File: src/hdl/rmch_pkg.sv
// Package of the closest-hit block: payload types, codes, widths, op table.
// Used by every module of the block; depends on nothing.
package rmch_pkg;

    localparam int MAX_FACES = 64;
    localparam int FACE_W    = 6;
    localparam int CNT_W     = 7;
    localparam int COORD_W   = 32;
    localparam int EW        = COORD_W + 1;
    localparam int BW        = EW + 1;
    localparam int PW        = 2 * EW + 1;
    localparam int AW        = 104;
    localparam int QBITS     = 36;
    localparam int QW        = QBITS + 1;
    localparam int ADDR_W    = 8;
    localparam int DEPTH     = MAX_FACES * 3;
    localparam int OP_W      = 6;

    localparam logic OP_LOAD  = 1'b0;
    localparam logic OP_QUERY = 1'b1;

    localparam logic [1:0] CORNER_LAST = 2'd2;

    localparam logic [1:0] CFG_FACE_COUNT = 2'd0;
    localparam logic [1:0] CFG_CERT_EPS   = 2'd1;
    localparam logic [1:0] CFG_END_CHECK  = 2'd2;
    localparam logic [31:0] EPS_RESET     = 32'd4295;

    localparam logic [CNT_W-1:0] FACE_LIMIT = CNT_W'(MAX_FACES);
    localparam logic [QW-1:0]    ONE_Q32    = QW'(64'h1_0000_0000);
    localparam logic [QW-1:0]    Q_OVER     = QW'(1) << QBITS;
    localparam logic [OP_W-1:0]  MOP_LAST   = 6'd35;

    localparam logic [4:0] SEL_DX = 5'd0,  SEL_DY = 5'd1,  SEL_DZ = 5'd2;
    localparam logic [4:0] SEL_E1X = 5'd3, SEL_E1Y = 5'd4, SEL_E1Z = 5'd5;
    localparam logic [4:0] SEL_E2X = 5'd6, SEL_E2Y = 5'd7, SEL_E2Z = 5'd8;
    localparam logic [4:0] SEL_SX = 5'd9,  SEL_SY = 5'd10, SEL_SZ = 5'd11;
    localparam logic [4:0] SEL_PX_LO = 5'd16, SEL_PX_HI = 5'd17;
    localparam logic [4:0] SEL_PY_LO = 5'd18, SEL_PY_HI = 5'd19;
    localparam logic [4:0] SEL_PZ_LO = 5'd20, SEL_PZ_HI = 5'd21;
    localparam logic [4:0] SEL_QX_LO = 5'd22, SEL_QX_HI = 5'd23;
    localparam logic [4:0] SEL_QY_LO = 5'd24, SEL_QY_HI = 5'd25;
    localparam logic [4:0] SEL_QZ_LO = 5'd26, SEL_QZ_HI = 5'd27;

    localparam logic [3:0] DST_P0 = 4'd0, DST_P1 = 4'd1, DST_P2 = 4'd2;
    localparam logic [3:0] DST_Q0 = 4'd3, DST_Q1 = 4'd4, DST_Q2 = 4'd5;
    localparam logic [3:0] DST_DET = 4'd6, DST_NU = 4'd7, DST_NV = 4'd8, DST_NT = 4'd9;

    typedef enum logic [3:0] {
        S_IDLE, S_READ, S_MAC, S_DRAIN, S_CHECK, S_DSTART, S_DWAIT, S_EVAL, S_DONE
    } t_state;

    typedef struct packed {
        logic                      op;
        logic [5:0]                face_slot;
        logic [1:0]                corner;
        logic signed [COORD_W-1:0] vert_x;
        logic signed [COORD_W-1:0] vert_y;
        logic signed [COORD_W-1:0] vert_z;
        logic signed [COORD_W-1:0] origin_x;
        logic signed [COORD_W-1:0] origin_y;
        logic signed [COORD_W-1:0] origin_z;
        logic signed [COORD_W-1:0] dir_x;
        logic signed [COORD_W-1:0] dir_y;
        logic signed [COORD_W-1:0] dir_z;
    } t_in_item;

    typedef struct packed {
        logic        hit;
        logic [5:0]  hit_face;
        logic [16:0] hit_t;
        logic [6:0]  hit_count;
        logic        uncertain;
    } t_out_item;

    typedef struct packed {
        logic [COORD_W-1:0] x;
        logic [COORD_W-1:0] y;
        logic [COORD_W-1:0] z;
    } t_corner;

    typedef logic [2:0][EW-1:0] t_v33;
    typedef logic [2:0][PW-1:0] t_v67;

    typedef struct packed {
        logic [4:0] sa;
        logic [4:0] sb;
        logic       first;
        logic       last;
        logic       neg;
        logic [3:0] dest;
    } t_mop;

    typedef struct packed {
        logic       vld;
        logic       first;
        logic       last;
        logic       neg;
        logic       sh;
        logic [3:0] dest;
    } t_mac_ctl;

    typedef struct packed {
        logic       vld;
        logic [3:0] dest;
    } t_mac_wb;

    typedef struct packed {
        logic          done;
        logic [QW-1:0] q;
    } t_div_res;

    function automatic t_mop mop_mk(input logic [4:0] sa, input logic [4:0] sb,
                                    input logic first, input logic last,
                                    input logic neg, input logic [3:0] dest);
        t_mop m;
        m.sa = sa; m.sb = sb; m.first = first; m.last = last; m.neg = neg; m.dest = dest;
        return m;
    endfunction

    // p = d x e2, q = s x e1, then det = e1.p, nu = s.p, nv = d.q, nt = e2.q
    function automatic t_mop mop_rom(input logic [OP_W-1:0] idx);
        t_mop m;
        m = mop_mk(SEL_DX, SEL_DX, 1'b0, 1'b0, 1'b0, DST_P0);
        case (idx)
            6'd0:  m = mop_mk(SEL_DY, SEL_E2Z, 1'b1, 1'b0, 1'b0, DST_P0);
            6'd1:  m = mop_mk(SEL_DZ, SEL_E2Y, 1'b0, 1'b1, 1'b1, DST_P0);
            6'd2:  m = mop_mk(SEL_DZ, SEL_E2X, 1'b1, 1'b0, 1'b0, DST_P1);
            6'd3:  m = mop_mk(SEL_DX, SEL_E2Z, 1'b0, 1'b1, 1'b1, DST_P1);
            6'd4:  m = mop_mk(SEL_DX, SEL_E2Y, 1'b1, 1'b0, 1'b0, DST_P2);
            6'd5:  m = mop_mk(SEL_DY, SEL_E2X, 1'b0, 1'b1, 1'b1, DST_P2);
            6'd6:  m = mop_mk(SEL_SY, SEL_E1Z, 1'b1, 1'b0, 1'b0, DST_Q0);
            6'd7:  m = mop_mk(SEL_SZ, SEL_E1Y, 1'b0, 1'b1, 1'b1, DST_Q0);
            6'd8:  m = mop_mk(SEL_SZ, SEL_E1X, 1'b1, 1'b0, 1'b0, DST_Q1);
            6'd9:  m = mop_mk(SEL_SX, SEL_E1Z, 1'b0, 1'b1, 1'b1, DST_Q1);
            6'd10: m = mop_mk(SEL_SX, SEL_E1Y, 1'b1, 1'b0, 1'b0, DST_Q2);
            6'd11: m = mop_mk(SEL_SY, SEL_E1X, 1'b0, 1'b1, 1'b1, DST_Q2);
            6'd12: m = mop_mk(SEL_E1X, SEL_PX_LO, 1'b1, 1'b0, 1'b0, DST_DET);
            6'd13: m = mop_mk(SEL_E1X, SEL_PX_HI, 1'b0, 1'b0, 1'b0, DST_DET);
            6'd14: m = mop_mk(SEL_E1Y, SEL_PY_LO, 1'b0, 1'b0, 1'b0, DST_DET);
            6'd15: m = mop_mk(SEL_E1Y, SEL_PY_HI, 1'b0, 1'b0, 1'b0, DST_DET);
            6'd16: m = mop_mk(SEL_E1Z, SEL_PZ_LO, 1'b0, 1'b0, 1'b0, DST_DET);
            6'd17: m = mop_mk(SEL_E1Z, SEL_PZ_HI, 1'b0, 1'b1, 1'b0, DST_DET);
            6'd18: m = mop_mk(SEL_SX, SEL_PX_LO, 1'b1, 1'b0, 1'b0, DST_NU);
            6'd19: m = mop_mk(SEL_SX, SEL_PX_HI, 1'b0, 1'b0, 1'b0, DST_NU);
            6'd20: m = mop_mk(SEL_SY, SEL_PY_LO, 1'b0, 1'b0, 1'b0, DST_NU);
            6'd21: m = mop_mk(SEL_SY, SEL_PY_HI, 1'b0, 1'b0, 1'b0, DST_NU);
            6'd22: m = mop_mk(SEL_SZ, SEL_PZ_LO, 1'b0, 1'b0, 1'b0, DST_NU);
            6'd23: m = mop_mk(SEL_SZ, SEL_PZ_HI, 1'b0, 1'b1, 1'b0, DST_NU);
            6'd24: m = mop_mk(SEL_DX, SEL_QX_LO, 1'b1, 1'b0, 1'b0, DST_NV);
            6'd25: m = mop_mk(SEL_DX, SEL_QX_HI, 1'b0, 1'b0, 1'b0, DST_NV);
            6'd26: m = mop_mk(SEL_DY, SEL_QY_LO, 1'b0, 1'b0, 1'b0, DST_NV);
            6'd27: m = mop_mk(SEL_DY, SEL_QY_HI, 1'b0, 1'b0, 1'b0, DST_NV);
            6'd28: m = mop_mk(SEL_DZ, SEL_QZ_LO, 1'b0, 1'b0, 1'b0, DST_NV);
            6'd29: m = mop_mk(SEL_DZ, SEL_QZ_HI, 1'b0, 1'b1, 1'b0, DST_NV);
            6'd30: m = mop_mk(SEL_E2X, SEL_QX_LO, 1'b1, 1'b0, 1'b0, DST_NT);
            6'd31: m = mop_mk(SEL_E2X, SEL_QX_HI, 1'b0, 1'b0, 1'b0, DST_NT);
            6'd32: m = mop_mk(SEL_E2Y, SEL_QY_LO, 1'b0, 1'b0, 1'b0, DST_NT);
            6'd33: m = mop_mk(SEL_E2Y, SEL_QY_HI, 1'b0, 1'b0, 1'b0, DST_NT);
            6'd34: m = mop_mk(SEL_E2Z, SEL_QZ_LO, 1'b0, 1'b0, 1'b0, DST_NT);
            6'd35: m = mop_mk(SEL_E2Z, SEL_QZ_HI, 1'b0, 1'b1, 1'b0, DST_NT);
            default: m = mop_mk(SEL_DX, SEL_DX, 1'b0, 1'b0, 1'b0, DST_P0);
        endcase
        return m;
    endfunction

endpackage

File: src/hdl/rmch_mac.sv
// Multiply-accumulate unit: registered 34x34 signed product, then shifted accumulate.
// Depends on rmch_pkg.
module rmch_mac (
    input  logic                          i_clk,
    input  logic                          i_rst_n,
    input  logic signed [rmch_pkg::BW-1:0] i_a,
    input  logic signed [rmch_pkg::BW-1:0] i_b,
    input  rmch_pkg::t_mac_ctl            i_ctl,
    output rmch_pkg::t_mac_wb             o_wb,
    output logic [rmch_pkg::AW-1:0]       o_acc
);
    import rmch_pkg::*;

    logic signed [2*BW-1:0] r_prod;
    t_mac_ctl               r_ctl;
    logic [AW-1:0]          r_acc;
    logic [AW-1:0]          term;
    logic [AW-1:0]          n_acc;

    always_ff @(posedge i_clk) begin
        r_prod <= i_a * i_b;
        if (!i_rst_n) begin
            r_ctl <= '0;
        end else begin
            r_ctl <= i_ctl;
        end
        if (r_ctl.vld) begin
            r_acc <= n_acc;
        end
    end

    always_comb begin
        term = {{(AW-2*BW){r_prod[2*BW-1]}}, r_prod};
        if (r_ctl.sh) begin
            term = term << EW;
        end
        if (r_ctl.neg) begin
            term = -term;
        end
        n_acc = (r_ctl.first ? '0 : r_acc) + term;
    end

    assign o_wb  = '{vld: r_ctl.vld & r_ctl.last, dest: r_ctl.dest};
    assign o_acc = n_acc;

endmodule

File: config.mk
export PLATFORM = sky130hd
export DESIGN_NAME = rmch_mac
export DESIGN_NICKNAME = d
export VERILOG_FILES = /design/src/hdl/rmch_pkg.sv /design/src/hdl/rmch_mac.sv
export SDC_FILE = /design/constraint.sdc
export NUM_CORES = 2
export LEC_CHECK = 0
export CORE_MARGIN = 8
export CORE_UTILIZATION = 68
export DETAILED_ROUTE_END_ITERATION = 8
export DONT_BUFFER_PORTS = 1
export HOLD_SLACK_MARGIN = 0.15
export PLACE_DENSITY = 0.84
export SYNTH_ARGS = -nofsm -noshare
export SYNTH_HDL_FRONTEND = slang
export SYNTH_SLANG_ARGS = --single-unit
File: constraint.sdc
create_clock -name i_clk -period 11.3 [get_ports i_clk]
set_clock_uncertainty 0.05 [all_clocks]
set_input_delay 2.26 -clock i_clk [delete_from_list [all_inputs] [get_ports i_clk]]
set_output_delay 2.26 -clock i_clk [all_outputs]
set_load 0.01 [all_outputs]
Yosys cells after proc, flatten, opt, wreduce, memory -nomap -nowiden
Cells that the tools add are included.
{"block": "word_totals", "register_bits": 181, "wordCells": 15, "romBits": 0, "ramBits": 0, "latch_bits": 0, "memories": 0}
{"block": "op_classes", "n_addsub": 2, "eq_ne": 0, "n_div": 0, "bitwise": 1, "n_shift": 0, "mux": 3, "n_lt_le_gt_ge": 0, "n_reduce_logical": 0, "mul": 1}
{"operator": "104-bit two-way mux", "n": 2}
{"operator": "104-bit adder", "n": 1}
{"operator": "104-bit negation", "n": 1}
{"operator": "100-bit two-way mux", "n": 1}
{"operator": "34-bit by 34-bit multiplier with 68-bit output", "n": 1}
{"operator": "1-bit AND", "n": 1}

Depth between registers and ports, before layout
{"block": "logic_depth", "ltp_word": 4, "depth_mapped": 35, "ltp_nobuf": 30}

Worst setup path after synthesis
Ideal clock, no wire load.
{"block": "synth_timing", "kind": "input port to flip-flop", "startpoint": "input i_a[33] in the netlist's numbering", "endpoint": "register r_prod[65]", "n_path_buf": 1, "required_time_ns": 11.178, "setup_ns": 0.072, "setup_slack_ns": 1.083, "cell_stages": 25, "arrival_ns": 10.095, "path_cell_list": "clkbuf_1 > nand2_1 > fa_1 > inv_1 > fa_1 > fa_1 > inv_1 > fa_1 > inv_1 > fa_1 > fa_1 > fa_1 > inv_1 > fa_1 > inv_1 > ha_1 > a21o_1 > a221oi_1 > o21ai_0 > a211oi_1 > nand2_1 > o22ai_1 > o2111ai_1 > a41oi_1 > xnor2_1"}
{"block": "synth_via", "elab_chain_len": 1}
{"item": "start, declared", "line_no": "rmch_mac.sv:6", "rtl": "input logic signed [rmch_pkg::BW-1:0] i_a,"}
{"item": "34-bit by 34-bit multiplier with 68-bit output", "line_no": "rmch_mac.sv:21", "rtl": "r_prod <= i_a * i_b;"}
{"item": "end signal, assigned", "line_no": "rmch_mac.sv:21"}
{"item": "end, declared", "line_no": "rmch_mac.sv:14", "rtl": "logic signed [2*BW-1:0] r_prod;"}
Every way passes these cells.
A chain may end at the register's enable or synchronous reset.

Worst setup path after layout
Ends and elaborated chain as after synthesis.

==> impl_summary.txt <==
----------------------------------------------------
[Logic synthesis]
  Nets in the synthesized netlist ... between 7000 and 8000
  Unique cell type count in the Yosys netlist ... just under 90
  Cell type with the largest total area after synthesis ... sky130_fd_sc_hd__fa_1
  Biggest area contributors in the synthesized netlist ... sky130_fd_sc_hd__fa_1 (44%), sky130_fd_sc_hd__inv_1 (8.1%), sky130_fd_sc_hd__and2_1 (6.8%), sky130_fd_sc_hd__ha_1 (6.8%), sky130_fd_sc_hd__edfxtp_1 (5.5%)
  Area share of the largest cell type after synthesis ... 43.75%
  Cell area after synthesis ... roughly 57000 sq um
  Synthesis warning total ... 0
  Proportion of synthesized flip-flops having asynchronous set or reset ... 0%
  Fraction of the yosys area taken by sequential cells ... a little over 8%
  Number of synthesized flops with an enable pin ... ~100
  Flip-flop and latch count after synthesis ... between 150 and 200
  Most used flip-flop cell after synthesis ... sky130_fd_sc_hd__edfxtp_1
  Per-instance average area after synthesis ... ~9.0 sq um
  Number of cells produced by synthesis ... about 6300

[Floorplanning]
  Initial core utilization ... 68.34%
  Number of top-level pins ... 188
  Core area ... 83160 sq um
  Die Ht ... roughly 300 microns
  Overall die area ... 93080 sq um
  Overall die width ... 305.1 microns
  Placement Rows ... between 100 and 150

[Setup path]
  CP endpoint kind ... register
  Signal arrival time at the worst endpoint ... around 11 ns
  Depth of the worst register-to-register path ... 21
  Startpoint type of the worst setup path ... input pin
  Reg-to-reg slack, setup ... between 4 and 5 ns
  Required time at the worst-slack endpoint ... around 12 ns
  Worst R2R Start ... r_ctl[4]
  Maximum fanout along the worst path ... 34
  Worst R2R End ... r_acc[103]
  Worst setup path category ... in -> reg

[Placed design]
  Estimated wirelength of the detail-placed design ... approximately 130000 microns
  Final estimated routing congestion in global placement ... between 0.9 and 1
  Number of input and output port buffers inserted ... 0

[Cells and area]
  Fraction of final layout cells with drive strength greater than 1 ... ~1.5%
  Most frequent standard cell in the layout excluding fill and tap cells ... sky130_fd_sc_hd__fa_1
  Final Net Count ... between 7000 and 8000
  Highest-count cells in the layout ignoring fill and taps ... sky130_fd_sc_hd__fa_1 (1242), sky130_fd_sc_hd__inv_1 (1219), sky130_fd_sc_hd__nand2_1 (719)
  Relative area change from synthesis to final layout ... 1.438%

[Timing]
  Slew of the pin with the lowest slew margin ... 0.9296 ns
  Tcrit/Tclk final ... around nine tenths
  Minimum clock period ... 10.22 ns
  FMAX ... just under 100 MHz
  Hold Fails Final Rpt ... 0
  Max-slew headroom ... between 30% and 40%
  Number of failing setup endpoints in the final timing report ... 0
  Post-Route Setup TNS ... 0 ns
  RSZ-0062 raised after global routing ... false
  Fin. max-slew vios ... 0

[Worst hold path]
  Cell depth of the worst hold path ... 0
  Start point of the worst hold path ... r_ctl[8]
  WHS Endpoint ... r_acc[8]
  Min-Delay Path Class ... reg -> reg

[Clock network]
  CTS H-Tree Depth ... 4
  Total clock sinks ... around 180
  Clock Pin Slew Worst Setup and Hold Paths ... ~0.090 ns
  Hold bufs inserted after CTS ... 0
  Bufs on Longest Clock Path ... 2
  Worst skew pair latency ... 0.49 ns
  Post-cts resize count ... 0
  CTS buffer count ... 17
  Setup Buffers After CTS ... 0
  CTS tree ... done
  CTS Root Cell ... sky130_fd_sc_hd__clkbuf_16

[Route]
  Routed via count ... about 44000
  Number of search-and-repair iterations in the first detailed-routing pass ... 6
  Via density per instance ... 6.142
  Post-detailed-routing wire length ... 162800 microns
  Starting DRT DRC Count ... about 3600
  Drt wl/cell ... 22.92 microns
  Number of DRC violations after detailed routing ... 0
  Count of antenna-violating nets left after detailed routing ... 0

[Global routing]
  Total routing resource utilization after global routing ... 35.25%
  First-pass GRT wire length ... approximately 260000 microns
  Initial antenna violation count ... 4
  Total global routing overflow ... 0
  Vias in the first global route ... 47290
  Pin count of the biggest net entering global routing ... 86

[Status]
  Result of the run ... finished, final reports clean

[Job]
  Count of maximum capacitance violations ... 0

----------------------------------------------------
==> critical path, stage by stage <==
cell and delay (ns):
sky130_fd_sc_hd__nand2_1 0.15, sky130_fd_sc_hd__inv_1 0.09, sky130_fd_sc_hd__fa_1 0.47, sky130_fd_sc_hd__inv_1 0.24, sky130_fd_sc_hd__fa_1 0.47, sky130_fd_sc_hd__inv_1 0.22
sky130_fd_sc_hd__fa_1 0.51, sky130_fd_sc_hd__inv_1 0.09, sky130_fd_sc_hd__fa_1 0.76, sky130_fd_sc_hd__inv_1 0.47, sky130_fd_sc_hd__fa_1 0.62, sky130_fd_sc_hd__fa_1 0.57
sky130_fd_sc_hd__fa_1 0.45, sky130_fd_sc_hd__fa_1 0.64, sky130_fd_sc_hd__ha_1 0.33, sky130_fd_sc_hd__and4_1 0.23, sky130_fd_sc_hd__a221oi_1 0.37, sky130_fd_sc_hd__o21ai_0 0.19
sky130_fd_sc_hd__a211oi_1 0.31, sky130_fd_sc_hd__nand2_1 0.08, sky130_fd_sc_hd__o22ai_1 0.37, sky130_fd_sc_hd__o2111ai_1 0.23, sky130_fd_sc_hd__a41oi_1 0.28, sky130_fd_sc_hd__xnor2_1 0.14
==> cell families after synthesis <==
family                   count (synthesis)  synth area share [%]
buffers and inverters                 1549                 10.38
adder cells (fa/ha/maj)               1550                 50.54
multiplexers                            37                0.6539
flip-flops                             181                 8.208
AND/OR/NAND/NOR                       1961                 17.72
XOR/XNOR                               272                 4.205
AO/OA/AOI/OAI                          753                 8.294
==> Yosys cell counts (24+ instances only) <==
cell and count:
sky130_fd_sc_hd__a21o_1 92, sky130_fd_sc_hd__a21oi_1 261, sky130_fd_sc_hd__a31oi_1 28, sky130_fd_sc_hd__and2_1 618
sky130_fd_sc_hd__and3_1 26, sky130_fd_sc_hd__clkbuf_1 300, sky130_fd_sc_hd__dfxtp_1 77, sky130_fd_sc_hd__edfxtp_1 104
sky130_fd_sc_hd__fa_1 1242, sky130_fd_sc_hd__ha_1 308, sky130_fd_sc_hd__inv_1 1219, sky130_fd_sc_hd__mux2i_1 36
sky130_fd_sc_hd__nand2_1 719, sky130_fd_sc_hd__nand2b_1 36, sky130_fd_sc_hd__nand3_1 44, sky130_fd_sc_hd__nand4_1 43
sky130_fd_sc_hd__nor2_1 182, sky130_fd_sc_hd__nor2b_1 146, sky130_fd_sc_hd__nor3_1 55, sky130_fd_sc_hd__nor4_1 26
sky130_fd_sc_hd__o21ai_0 142, sky130_fd_sc_hd__o21bai_1 47, sky130_fd_sc_hd__o31ai_1 24, sky130_fd_sc_hd__xnor2_1 142
sky130_fd_sc_hd__xor2_1 129
==> stage by stage <==
step           area, sq um  std cells  util [%]  hold slack (ns)  worst slack (ns)
2_1_floorplan        56830       6303         -           0.6821             1.083
3_3_place_gp         56990       7070     68.54           0.6739            0.8965
3_5_place_dp         56990       7070     68.54           0.6876            0.6691
4_1_cts              57640       7102     69.31           0.7032             1.176
5_1_grt              57640       7102     69.31           0.7211            0.3954
6_report             57640       7104     69.32           0.6937             1.080
==> registers in the layout (all words and copies together), names as in the netlist <==
register  count
r_acc       104
r_prod       68
r_ctl         5
o_wb          4
==> worst max path at each step <==
stage / startpoint / endpoint / slack (ns) / depth (start not counted)
after floorplan: i_a[33] / r_prod[65] / 1.08 / 25
after global placement: i_a[33] / r_prod[67] / 0.90 / 23
after detailed placement: i_a[33] / r_prod[67] / 0.67 / 25
after CTS: i_a[33] / r_prod[65] / 1.18 / 24
after global routing: i_a[33] / r_prod[65] / 0.40 / 24
final: i_a[33] / r_prod[65] / 1.08 / 24
==> final cells by class <==
cell class | instances | area (sq um)
Clock inverter | 15 | 221.5
Clock buffer | 17 | 425.4
Fill cell | 6219 | 25510
Timing Repair Buffer | 16 | 120.1
Antenna cell | 2 | 5.005
Sequential cell | 181 | 4677
Multi-Input combinational cell | 4573 | 46260
Inverter | 1220 | 4579
Tap cell | 1080 | 1351
==> routing by layer <==
metal  global-route usage (%)  up-vias  wire length, microns
li1                         -    18690                     -
met1                    43.03    21620                 59070
met2                    56.69     2677                 74080
met3                    11.00      646                 20140
met4                    17.61        2                  9514
met5                        0        -                    18
Power is left out: the tool's default activity adds up to more than one toggle a clock period on the data nets, which glitch-free logic cannot reach.
