==> src/hdl/rmch_pkg.sv <==
// Package of the closest-hit block: payload types, codes, widths, op table.
// Used by every module of the block; depends on nothing.
package rmch_pkg;

    localparam int MAX_FACES = 64;
    localparam int FACE_W    = 6;
    localparam int CNT_W     = 7;
    localparam int COORD_W   = 32;
    localparam int EW        = COORD_W + 1;
    localparam int BW        = EW + 1;
    localparam int PW        = 2 * EW + 1;
    localparam int AW        = 104;
    localparam int QBITS     = 36;
    localparam int QW        = QBITS + 1;
    localparam int ADDR_W    = 8;
    localparam int DEPTH     = MAX_FACES * 3;
    localparam int OP_W      = 6;

    localparam logic OP_LOAD  = 1'b0;
    localparam logic OP_QUERY = 1'b1;

    localparam logic [1:0] CORNER_LAST = 2'd2;

    localparam logic [1:0] CFG_FACE_COUNT = 2'd0;
    localparam logic [1:0] CFG_CERT_EPS   = 2'd1;
    localparam logic [1:0] CFG_END_CHECK  = 2'd2;
    localparam logic [31:0] EPS_RESET     = 32'd4295;

    localparam logic [CNT_W-1:0] FACE_LIMIT = CNT_W'(MAX_FACES);
    localparam logic [QW-1:0]    ONE_Q32    = QW'(64'h1_0000_0000);
    localparam logic [QW-1:0]    Q_OVER     = QW'(1) << QBITS;
    localparam logic [OP_W-1:0]  MOP_LAST   = 6'd35;

    localparam logic [4:0] SEL_DX = 5'd0,  SEL_DY = 5'd1,  SEL_DZ = 5'd2;
    localparam logic [4:0] SEL_E1X = 5'd3, SEL_E1Y = 5'd4, SEL_E1Z = 5'd5;
    localparam logic [4:0] SEL_E2X = 5'd6, SEL_E2Y = 5'd7, SEL_E2Z = 5'd8;
    localparam logic [4:0] SEL_SX = 5'd9,  SEL_SY = 5'd10, SEL_SZ = 5'd11;
    localparam logic [4:0] SEL_PX_LO = 5'd16, SEL_PX_HI = 5'd17;
    localparam logic [4:0] SEL_PY_LO = 5'd18, SEL_PY_HI = 5'd19;
    localparam logic [4:0] SEL_PZ_LO = 5'd20, SEL_PZ_HI = 5'd21;
    localparam logic [4:0] SEL_QX_LO = 5'd22, SEL_QX_HI = 5'd23;
    localparam logic [4:0] SEL_QY_LO = 5'd24, SEL_QY_HI = 5'd25;
    localparam logic [4:0] SEL_QZ_LO = 5'd26, SEL_QZ_HI = 5'd27;

    localparam logic [3:0] DST_P0 = 4'd0, DST_P1 = 4'd1, DST_P2 = 4'd2;
    localparam logic [3:0] DST_Q0 = 4'd3, DST_Q1 = 4'd4, DST_Q2 = 4'd5;
    localparam logic [3:0] DST_DET = 4'd6, DST_NU = 4'd7, DST_NV = 4'd8, DST_NT = 4'd9;

    typedef enum logic [3:0] {
        S_IDLE, S_READ, S_MAC, S_DRAIN, S_CHECK, S_DSTART, S_DWAIT, S_EVAL, S_DONE
    } t_state;

    typedef struct packed {
        logic                      op;
        logic [5:0]                face_slot;
        logic [1:0]                corner;
        logic signed [COORD_W-1:0] vert_x;
        logic signed [COORD_W-1:0] vert_y;
        logic signed [COORD_W-1:0] vert_z;
        logic signed [COORD_W-1:0] origin_x;
        logic signed [COORD_W-1:0] origin_y;
        logic signed [COORD_W-1:0] origin_z;
        logic signed [COORD_W-1:0] dir_x;
        logic signed [COORD_W-1:0] dir_y;
        logic signed [COORD_W-1:0] dir_z;
    } t_in_item;

    typedef struct packed {
        logic        hit;
        logic [5:0]  hit_face;
        logic [16:0] hit_t;
        logic [6:0]  hit_count;
        logic        uncertain;
    } t_out_item;

    typedef struct packed {
        logic [COORD_W-1:0] x;
        logic [COORD_W-1:0] y;
        logic [COORD_W-1:0] z;
    } t_corner;

    typedef logic [2:0][EW-1:0] t_v33;
    typedef logic [2:0][PW-1:0] t_v67;

    typedef struct packed {
        logic [4:0] sa;
        logic [4:0] sb;
        logic       first;
        logic       last;
        logic       neg;
        logic [3:0] dest;
    } t_mop;

    typedef struct packed {
        logic       vld;
        logic       first;
        logic       last;
        logic       neg;
        logic       sh;
        logic [3:0] dest;
    } t_mac_ctl;

    typedef struct packed {
        logic       vld;
        logic [3:0] dest;
    } t_mac_wb;

    typedef struct packed {
        logic          done;
        logic [QW-1:0] q;
    } t_div_res;

    function automatic t_mop mop_mk(input logic [4:0] sa, input logic [4:0] sb,
                                    input logic first, input logic last,
                                    input logic neg, input logic [3:0] dest);
        t_mop m;
        m.sa = sa; m.sb = sb; m.first = first; m.last = last; m.neg = neg; m.dest = dest;
        return m;
    endfunction

    // p = d x e2, q = s x e1, then det = e1.p, nu = s.p, nv = d.q, nt = e2.q
    function automatic t_mop mop_rom(input logic [OP_W-1:0] idx);
        t_mop m;
        m = mop_mk(SEL_DX, SEL_DX, 1'b0, 1'b0, 1'b0, DST_P0);
        case (idx)
            6'd0:  m = mop_mk(SEL_DY, SEL_E2Z, 1'b1, 1'b0, 1'b0, DST_P0);
            6'd1:  m = mop_mk(SEL_DZ, SEL_E2Y, 1'b0, 1'b1, 1'b1, DST_P0);
            6'd2:  m = mop_mk(SEL_DZ, SEL_E2X, 1'b1, 1'b0, 1'b0, DST_P1);
            6'd3:  m = mop_mk(SEL_DX, SEL_E2Z, 1'b0, 1'b1, 1'b1, DST_P1);
            6'd4:  m = mop_mk(SEL_DX, SEL_E2Y, 1'b1, 1'b0, 1'b0, DST_P2);
            6'd5:  m = mop_mk(SEL_DY, SEL_E2X, 1'b0, 1'b1, 1'b1, DST_P2);
            6'd6:  m = mop_mk(SEL_SY, SEL_E1Z, 1'b1, 1'b0, 1'b0, DST_Q0);
            6'd7:  m = mop_mk(SEL_SZ, SEL_E1Y, 1'b0, 1'b1, 1'b1, DST_Q0);
            6'd8:  m = mop_mk(SEL_SZ, SEL_E1X, 1'b1, 1'b0, 1'b0, DST_Q1);
            6'd9:  m = mop_mk(SEL_SX, SEL_E1Z, 1'b0, 1'b1, 1'b1, DST_Q1);
            6'd10: m = mop_mk(SEL_SX, SEL_E1Y, 1'b1, 1'b0, 1'b0, DST_Q2);
            6'd11: m = mop_mk(SEL_SY, SEL_E1X, 1'b0, 1'b1, 1'b1, DST_Q2);
            6'd12: m = mop_mk(SEL_E1X, SEL_PX_LO, 1'b1, 1'b0, 1'b0, DST_DET);
            6'd13: m = mop_mk(SEL_E1X, SEL_PX_HI, 1'b0, 1'b0, 1'b0, DST_DET);
            6'd14: m = mop_mk(SEL_E1Y, SEL_PY_LO, 1'b0, 1'b0, 1'b0, DST_DET);
            6'd15: m = mop_mk(SEL_E1Y, SEL_PY_HI, 1'b0, 1'b0, 1'b0, DST_DET);
            6'd16: m = mop_mk(SEL_E1Z, SEL_PZ_LO, 1'b0, 1'b0, 1'b0, DST_DET);
            6'd17: m = mop_mk(SEL_E1Z, SEL_PZ_HI, 1'b0, 1'b1, 1'b0, DST_DET);
            6'd18: m = mop_mk(SEL_SX, SEL_PX_LO, 1'b1, 1'b0, 1'b0, DST_NU);
            6'd19: m = mop_mk(SEL_SX, SEL_PX_HI, 1'b0, 1'b0, 1'b0, DST_NU);
            6'd20: m = mop_mk(SEL_SY, SEL_PY_LO, 1'b0, 1'b0, 1'b0, DST_NU);
            6'd21: m = mop_mk(SEL_SY, SEL_PY_HI, 1'b0, 1'b0, 1'b0, DST_NU);
            6'd22: m = mop_mk(SEL_SZ, SEL_PZ_LO, 1'b0, 1'b0, 1'b0, DST_NU);
            6'd23: m = mop_mk(SEL_SZ, SEL_PZ_HI, 1'b0, 1'b1, 1'b0, DST_NU);
            6'd24: m = mop_mk(SEL_DX, SEL_QX_LO, 1'b1, 1'b0, 1'b0, DST_NV);
            6'd25: m = mop_mk(SEL_DX, SEL_QX_HI, 1'b0, 1'b0, 1'b0, DST_NV);
            6'd26: m = mop_mk(SEL_DY, SEL_QY_LO, 1'b0, 1'b0, 1'b0, DST_NV);
            6'd27: m = mop_mk(SEL_DY, SEL_QY_HI, 1'b0, 1'b0, 1'b0, DST_NV);
            6'd28: m = mop_mk(SEL_DZ, SEL_QZ_LO, 1'b0, 1'b0, 1'b0, DST_NV);
            6'd29: m = mop_mk(SEL_DZ, SEL_QZ_HI, 1'b0, 1'b1, 1'b0, DST_NV);
            6'd30: m = mop_mk(SEL_E2X, SEL_QX_LO, 1'b1, 1'b0, 1'b0, DST_NT);
            6'd31: m = mop_mk(SEL_E2X, SEL_QX_HI, 1'b0, 1'b0, 1'b0, DST_NT);
            6'd32: m = mop_mk(SEL_E2Y, SEL_QY_LO, 1'b0, 1'b0, 1'b0, DST_NT);
            6'd33: m = mop_mk(SEL_E2Y, SEL_QY_HI, 1'b0, 1'b0, 1'b0, DST_NT);
            6'd34: m = mop_mk(SEL_E2Z, SEL_QZ_LO, 1'b0, 1'b0, 1'b0, DST_NT);
            6'd35: m = mop_mk(SEL_E2Z, SEL_QZ_HI, 1'b0, 1'b1, 1'b0, DST_NT);
            default: m = mop_mk(SEL_DX, SEL_DX, 1'b0, 1'b0, 1'b0, DST_P0);
        endcase
        return m;
    endfunction

endpackage

==> src/hdl/rmch_div.sv <==
// Restoring divider: floor(num * 2^32 / den), one quotient bit per cycle, over flag on top bit.
// Depends on rmch_pkg.
module rmch_div (
    input  logic                      i_clk,
    input  logic                      i_rst_n,
    input  logic                      i_start,
    input  logic [rmch_pkg::AW-1:0]   i_num,
    input  logic [rmch_pkg::AW-1:0]   i_den,
    output rmch_pkg::t_div_res        o_res
);
    import rmch_pkg::*;

    logic             r_busy;
    logic             r_done;
    logic             r_over;
    logic [5:0]       r_cnt;
    logic [AW-1:0]    r_rem;
    logic [AW-1:0]    r_den;
    logic [QBITS-1:0] r_feed;
    logic [QBITS-1:0] r_q;

    logic             over;
    logic [AW:0]      rem2;
    logic [AW+1:0]    diff;
    logic             ge;

    assign over = {4'b0, i_num} >= {i_den, 4'b0};
    assign rem2 = {r_rem, r_feed[QBITS-1]};
    assign diff = {1'b0, rem2} - {2'b0, r_den};
    assign ge   = !diff[AW+1];

    always_ff @(posedge i_clk) begin
        if (!i_rst_n) begin
            r_busy <= 1'b0;
            r_done <= 1'b0;
        end else begin
            r_done <= 1'b0;
            if (i_start) begin
                r_busy <= !over;
                r_done <= over;
            end else if (r_busy && r_cnt == '0) begin
                r_busy <= 1'b0;
                r_done <= 1'b1;
            end
        end
        if (i_start) begin
            r_over <= over;
            r_cnt  <= 6'(QBITS - 1);
            r_rem  <= i_num >> 4;
            r_feed <= {i_num[3:0], 32'b0};
            r_den  <= i_den;
            r_q    <= '0;
        end else if (r_busy) begin
            r_cnt  <= r_cnt - 6'd1;
            r_rem  <= ge ? diff[AW-1:0] : rem2[AW-1:0];
            r_feed <= r_feed << 1;
            r_q    <= {r_q[QBITS-2:0], ge};
        end
    end

    assign o_res = '{done: r_done, q: r_over ? Q_OVER : {1'b0, r_q}};

endmodule

==> config.mk <==
export PLATFORM = sky130hd
export DESIGN_NAME = rmch_div
export DESIGN_NICKNAME = d
export VERILOG_FILES = /design/src/hdl/rmch_pkg.sv /design/src/hdl/rmch_div.sv
export SDC_FILE = /design/constraint.sdc
export NUM_CORES = 1
export LEC_CHECK = 0
export ABC_CLOCK_PERIOD_IN_PS = 5450
export BUFFER_PORTS_ARGS = -buffer_cell sky130_fd_sc_hd__buf_2
export CORE_MARGIN = 4
export CORE_UTILIZATION = 60
export DETAILED_ROUTE_END_ITERATION = 6
export PLACE_DENSITY = 0.85
export SETUP_SLACK_MARGIN = 0.02
export SLEW_MARGIN = 40
export SYNTH_ARGS = -nofsm -noshare
export SYNTH_HDL_FRONTEND = slang
export SYNTH_SLANG_ARGS = --single-unit
==> constraint.sdc <==
create_clock -name i_clk -period 5.45 [get_ports i_clk]
set_input_delay 1.09 -clock i_clk [delete_from_list [all_inputs] [get_ports i_clk]]
set_output_delay 1.09 -clock i_clk [all_outputs]
set_load 0.1 [all_outputs]
== Yosys cells after proc, flatten, opt, wreduce, memory -nomap -nowiden ==
Index checks and enable logic that the tools add are counted.

* Output and inout port bits: 38
* Register bits: 257
* Input port bits: 211
* Word-level logic and storage cells: 28

* Magnitude comparators: 1
* $add $sub $neg: 2
* Mux-type cells: 10
* Reduce and logical (&&, ||, !) cells: 6

{| class="wikitable"
|+ Operators with widths
! cell !! count
|-
| 100-bit two-way mux || 2
|-
| 104-bit by 108-bit >= comparator with 1-bit output || 1
|-
| 105-bit by 104-bit subtractor with 106-bit output || 1
|-
| 104-bit two-way mux || 1
|-
| 36-bit two-way mux || 2
|-
| 37-bit two-way mux || 1
|-
| 6-bit zero test || 1
|-
| 6-bit by 1-bit subtractor with 6-bit output (second input constant) || 1
|-
| 1-bit two-way mux || 4
|-
| 2-bit nonzero test || 2
|-
| 1-bit zero test || 2
|-
| 1-bit logical AND || 1
|}

== Depth between registers and ports, before layout ==
* Depth after elaboration: 4
* Depth in mapped cells: 16
* Gate-level depth less buffers: 14

== Least setup slack after synthesis ==
OpenSTA, ideal clock, no wires.

* Path kind: input -> register
* Start point: in i_start
* End point: reg r_feed[32] (enable)
* Setup time: 0.955 ns
* Stages on the path: 4
* Setup slack: 1.013 ns
* Arrival: 3.482 ns
* Path buffers: 2
* Required time: 4.495 ns
* Cells stage by stage: clkinv_1 clkbuf_1 clkbuf_1 nand2_1

* Cells in the longest elaborated chain, start to end: 1

{| class="wikitable"
|+ Ends and longest elaborated chain
! element !! RTL line !! source
|-
| from (decl) || rmch_div.sv:6 || <nowiki>input logic i_start,</nowiki>
|-
| 2-bit nonzero test (no source line) || - ||
|-
| to (signal assigned) || rmch_div.sv:50 || <nowiki>r_feed <= {i_num[3:0], 32'b0};</nowiki>
|-
| to (signal assigned) || rmch_div.sv:56 || <nowiki>r_feed <= r_feed << 1;</nowiki>
|-
| to (decl) || rmch_div.sv:19 || <nowiki>logic [QBITS-1:0] r_feed;</nowiki>
|}

Every way passes these cells.
A chain may end at the register's enable or synchronous reset.

== Worst setup path in the final report ==
* Start point: reg r_rem[11]
* End point: reg r_rem[47], data pin

* Cells in the longest elaborated chain, start to end: 4

{| class="wikitable"
|+ Ends and longest elaborated chain
! element !! RTL line !! source
|-
| from (decl) || rmch_div.sv:17 || <nowiki>logic [AW-1:0] r_rem;</nowiki>
|-
| from (signal assigned) || rmch_div.sv:49 || <nowiki>r_rem <= i_num >> 4;</nowiki>
|-
| from (signal assigned) || rmch_div.sv:55 || <nowiki>r_rem <= ge ? diff[AW-1:0] : rem2[AW-1:0];</nowiki>
|-
| 105-bit by 104-bit subtractor with 106-bit output || rmch_div.sv:29 || <nowiki>assign diff = {1'b0, rem2} - {2'b0, r_den};</nowiki>
|-
| 104-bit two-way mux || rmch_div.sv:55 ||
|-
| 100-bit two-way mux || rmch_div.sv:53 || <nowiki>end else if (r_busy) begin</nowiki>
|-
| 100-bit two-way mux || rmch_div.sv:46 || <nowiki>if (i_start) begin</nowiki>
|}

Every way passes these cells. The select of a mux whose other input is x is not followed.

==> summary.md <==
| Metric | Value |
|---|---|
| Reg2reg end | r_rem[47] |
| Post-synthesis instance area | 20000 um^2 |
| Fin crit period | 4.50 ns |
| IO Port Bufs | 248 |
| R2R Path Start | r_rem[11] |
| Hold crit path type | reg2reg |
| GRT Util Overall | 29.4% |
| Cells resized by post-CTS repair | 0 |
| Mux cell area share after synthesis | 3.81% |
| Total Power | 7700 uW |
| DRC | 0 |
| Critical path startpoint category | flip-flop |
| Run status | finished, final reports clean |
| Yosys top cell area share | 31.5% |
| Compound-cell area share of the yosys netlist | 20.9% |
| Setup Skew | 0.0231 ns |
| Highest Clock Rate | 222 MHz |
| Layout Nets | 2881 |
| Min-delay src | r_cnt[2] |
| Vias in the first global route | 17490 |
| Yosys reg bits | 257 |
| DR iter-0 viols | 1547 |
| Seq/Total Area, Yosys | 36.3% |
| Via count | 17932 |
| Syn Area/Cell | 8.73 um^2 |
| Core box area | 32700 um^2 |
| Slew @ Worst Pin | 0.838 ns |
| Post-Syn Instances | 2287 |
| Worst-path clk slew | 0.06 ns |
| RSZ-0062 raised after global routing | no |
| Ys async rst share | 0% |
| Pleak | 0.0103 uW |
| H-tree depth | 1 |
| Flop-to-flop setup slack | 0.95 ns |
| Critical path's slowest cell | a221oi_2 |
| Setup TNS | 0 ns |
| Syn. warnings | 0 |
| DIE HEIGHT | 190 um |
| Post-CTS Setup Bufs | 0 |
| Worst r2r path cells | 13 |
| Worst Path Buf+Inv | 1 |
| DP Worst Slack | 1.03 ns |
| Root Buffer | clkbuf_16 |
| Relative slew slack | 43.6% |
| Yosys cell types | 71 |
| CTS Buffer Depth | 3 |
| Largest family of logic cells by synthesized area | compound AO/OA/AOI/OAI gates |
| Worst-Skew Late Latency | 0.58 ns |
| PwrDens | 344 nW/um^2 |
| Synth Area in Adders | 13.0% |
| Cell taking the most area after synthesis | edfxtp_1 |
| Final Max Tran Viols | 0 |
| Top cell family by delay on the critical path | compound AO/OA/AOI/OAI gates |
| Initial antenna violation count | 6 |
| TritonCTS clock tree | done |
| Routed Antenna Nets | 0 |
| Hold endpoint | r_cnt[2] |
| EDFF count, synth | 209 |
| Ports | 249 |
| Placer congestion estimate | 0.981 |
| Crit path largest cell delay | 0.67 ns |
| Routed wire per std cell | 19.0 um |
| Max_cap viols | 0 |
| Worst path cell trace | ha_1 -> a21oi_1 -> o211ai_1 -> nor3_1 -> o21a_1 -> o22ai_2 -> a221oi_2 -> o21a_1 -> o21a_2 -> buf_4 -> nor2_1 -> a211oi_1 -> a21oi_1 |
| FP Rows | 66 |
| Syn nets | 2704 |
| Layout cells sized above 1 | 14.4% |
| First-pass GRT wire length | 88000 um |
| CP Class | reg2reg |
| Worst path arrival time | 4.81 ns |
| Util after Layout | 68.5% |
| Ratio of final minimum period to clock period | 82.5% |
| Setup ws final | 0.953 ns |
| Hold Fails Final Rpt | 0 |
| Aggregate global routing overflow | 0 |
| CP max FO | 31 |
| Synth top area cells | edfxtp_1 31%, ha_1 13%, a21oi_1 5.5% |
| P&R area growth vs syn | 12.3% |
| WP data required | 5.76 ns |
| Element type at the critical path end | flip-flop |
| Initial core utilization | 61.0% |
| Die area | 36200 um^2 |
| DRT Wirelength | 55700 um |
| Post-synth top flop | edfxtp_1 |
| DPL Wire Length | 42600 um |
| Synth Area in XOR/XNOR | 3.95% |
| Die Wd | 190 um |
| Largest net degree at the start of global routing | 112 |
| Pre-antenna DRT Iters | 6 |
| # setup viols final | 0 |
| Simple-Gate Fraction of Synth Area | 15.0% |
| Inserted Clock Buffers | 29 |
| CTS sink count | 257 |
| Hold path depth | 2 |
| Post-CTS Hold Buffers | 0 |
| Avg Vias per Cell | 6.11 |
| VDD IR-drop max | 0.342 mV |
==> cells in the final DEF, fill, tap and decap left out, types with 6 or more instances in the layout <==
cell / n
nand3_1: 21
inv_1: 248
mux2_2: 32
a221o_1: 11
nor4_1: 18
nand2b_1: 8
a21boi_0: 6
edfxtp_1: 209
nor2b_1: 45
buf_4: 7
and3_1: 18
a21oi_1: 221
clkbuf_1: 6
buf_2: 247
and2_1: 6
o211ai_1: 19
a21o_1: 94
nor3_1: 36
mux2i_1: 40
clkbuf_16: 29
o21ai_1: 10
nor2_1: 188
xor2_1: 31
a211oi_1: 14
ha_1: 205
o21a_1: 26
a221oi_1: 7
o21bai_1: 40
nand2_1: 199
xnor2_1: 59
dfxtp_1: 47
or3_1: 10
o31ai_1: 12
a31oi_1: 46
clkinv_1: 8
o21ai_0: 106
nand4_1: 74
==> power by group <==
group          switching (uW)  internal [uW]  leakage, uW
clock network             826           1120     0.000445
registers                 116           2410      0.00245
logic                    1990           1240      0.00737
==> through the flow <==
step           hold WS, ns  std cells  instance area, um^2
5_1_grt              0.514       2933                22400
3_5_place_dp         0.472       2875                21500
2_1_floorplan        0.444       2287                20000
6_report             0.476       2933                22400
3_3_place_gp         0.454       2873                21400
4_1_cts              0.480       2929                22400
==> state kept, by name, summed over array words and instances (netlist names) <==
| signal | cells |
|---|---|
| r_q | 36 |
| r_den | 104 |
| r_feed | 4 |
| r_busy | 1 |
| r_over | 1 |
| r_rem | 104 |
| r_done | 1 |
| r_cnt | 6 |
==> final cells by class <==
cell class / count / area [um^2]
Antenna cell: 4 / 10.0
Fill cell: 2661 / 10300
Inverter: 249 / 937
Timing Repair Buffer: 261 / 1410
Tap cell: 442 / 553
Sequential cell: 257 / 7240
Clock inverter: 19 / 180
Clock buffer: 35 / 748
Multi-Input combinational cell: 1666 / 11300
==> Yosys cell counts, drive strengths merged (31+ instances only) <==
library cell and instances:
nand2 200, nor3 36, o21bai 40, buf 34, edfxtp 209, nor2b 45
a21o 94, a31oi 46, dfxtp 48, o21ai 118, ha 205, nand4 74
inv 248, xnor2 59, a21oi 222, nor2 189, clkbuf 81, mux2 32
mux2i 40, xor2 31
==> layer usage <==
metal	share of wire (%)	wire (um)	up-vias	track usage (%)
met1	43	23900	8437	40.7
met4	4.1	2290	2	11.0
li1	-	-	8588	-
met3	7.5	4150	138	3.84
met2	46	25400	767	47.6
met5	0.013	7	-	0
==> cell families (layout without fill, tap and decap cells) <==
group / count (synthesis) / count (layout)
DFF: 257 / 257
buffers and inverters: 364 / 564
muxes: 72 / 72
adders and majority gates: 206 / 206
other: 0 / 4
AOI/OAI and AO/OA: 657 / 657
and+or+nand+nor: 641 / 641
xor gates and xnor gates: 90 / 90
==> worst min-delay path, stage by stage, from the launching register on <==
cell and delay [ns]:
dfxtp_1 0.32, nand2_1 0.05, a21oi_1 0.06
==> how the worst max path moves through the flow <==
stage	start	to	slack (ns)	cells after the start
floorplan	i_start	r_feed[32]	1.01	4
global placement	r_rem[11]	r_rem[1]	1.15	12
detailed placement	r_rem[11]	r_rem[87]	1.03	13
CTS	r_rem[11]	r_rem[47]	1.03	13
global route	r_rem[15]	r_rem[47]	0.72	13
finish	r_rem[11]	r_rem[47]	0.95	13
Power figures use the tool's default switching activity.
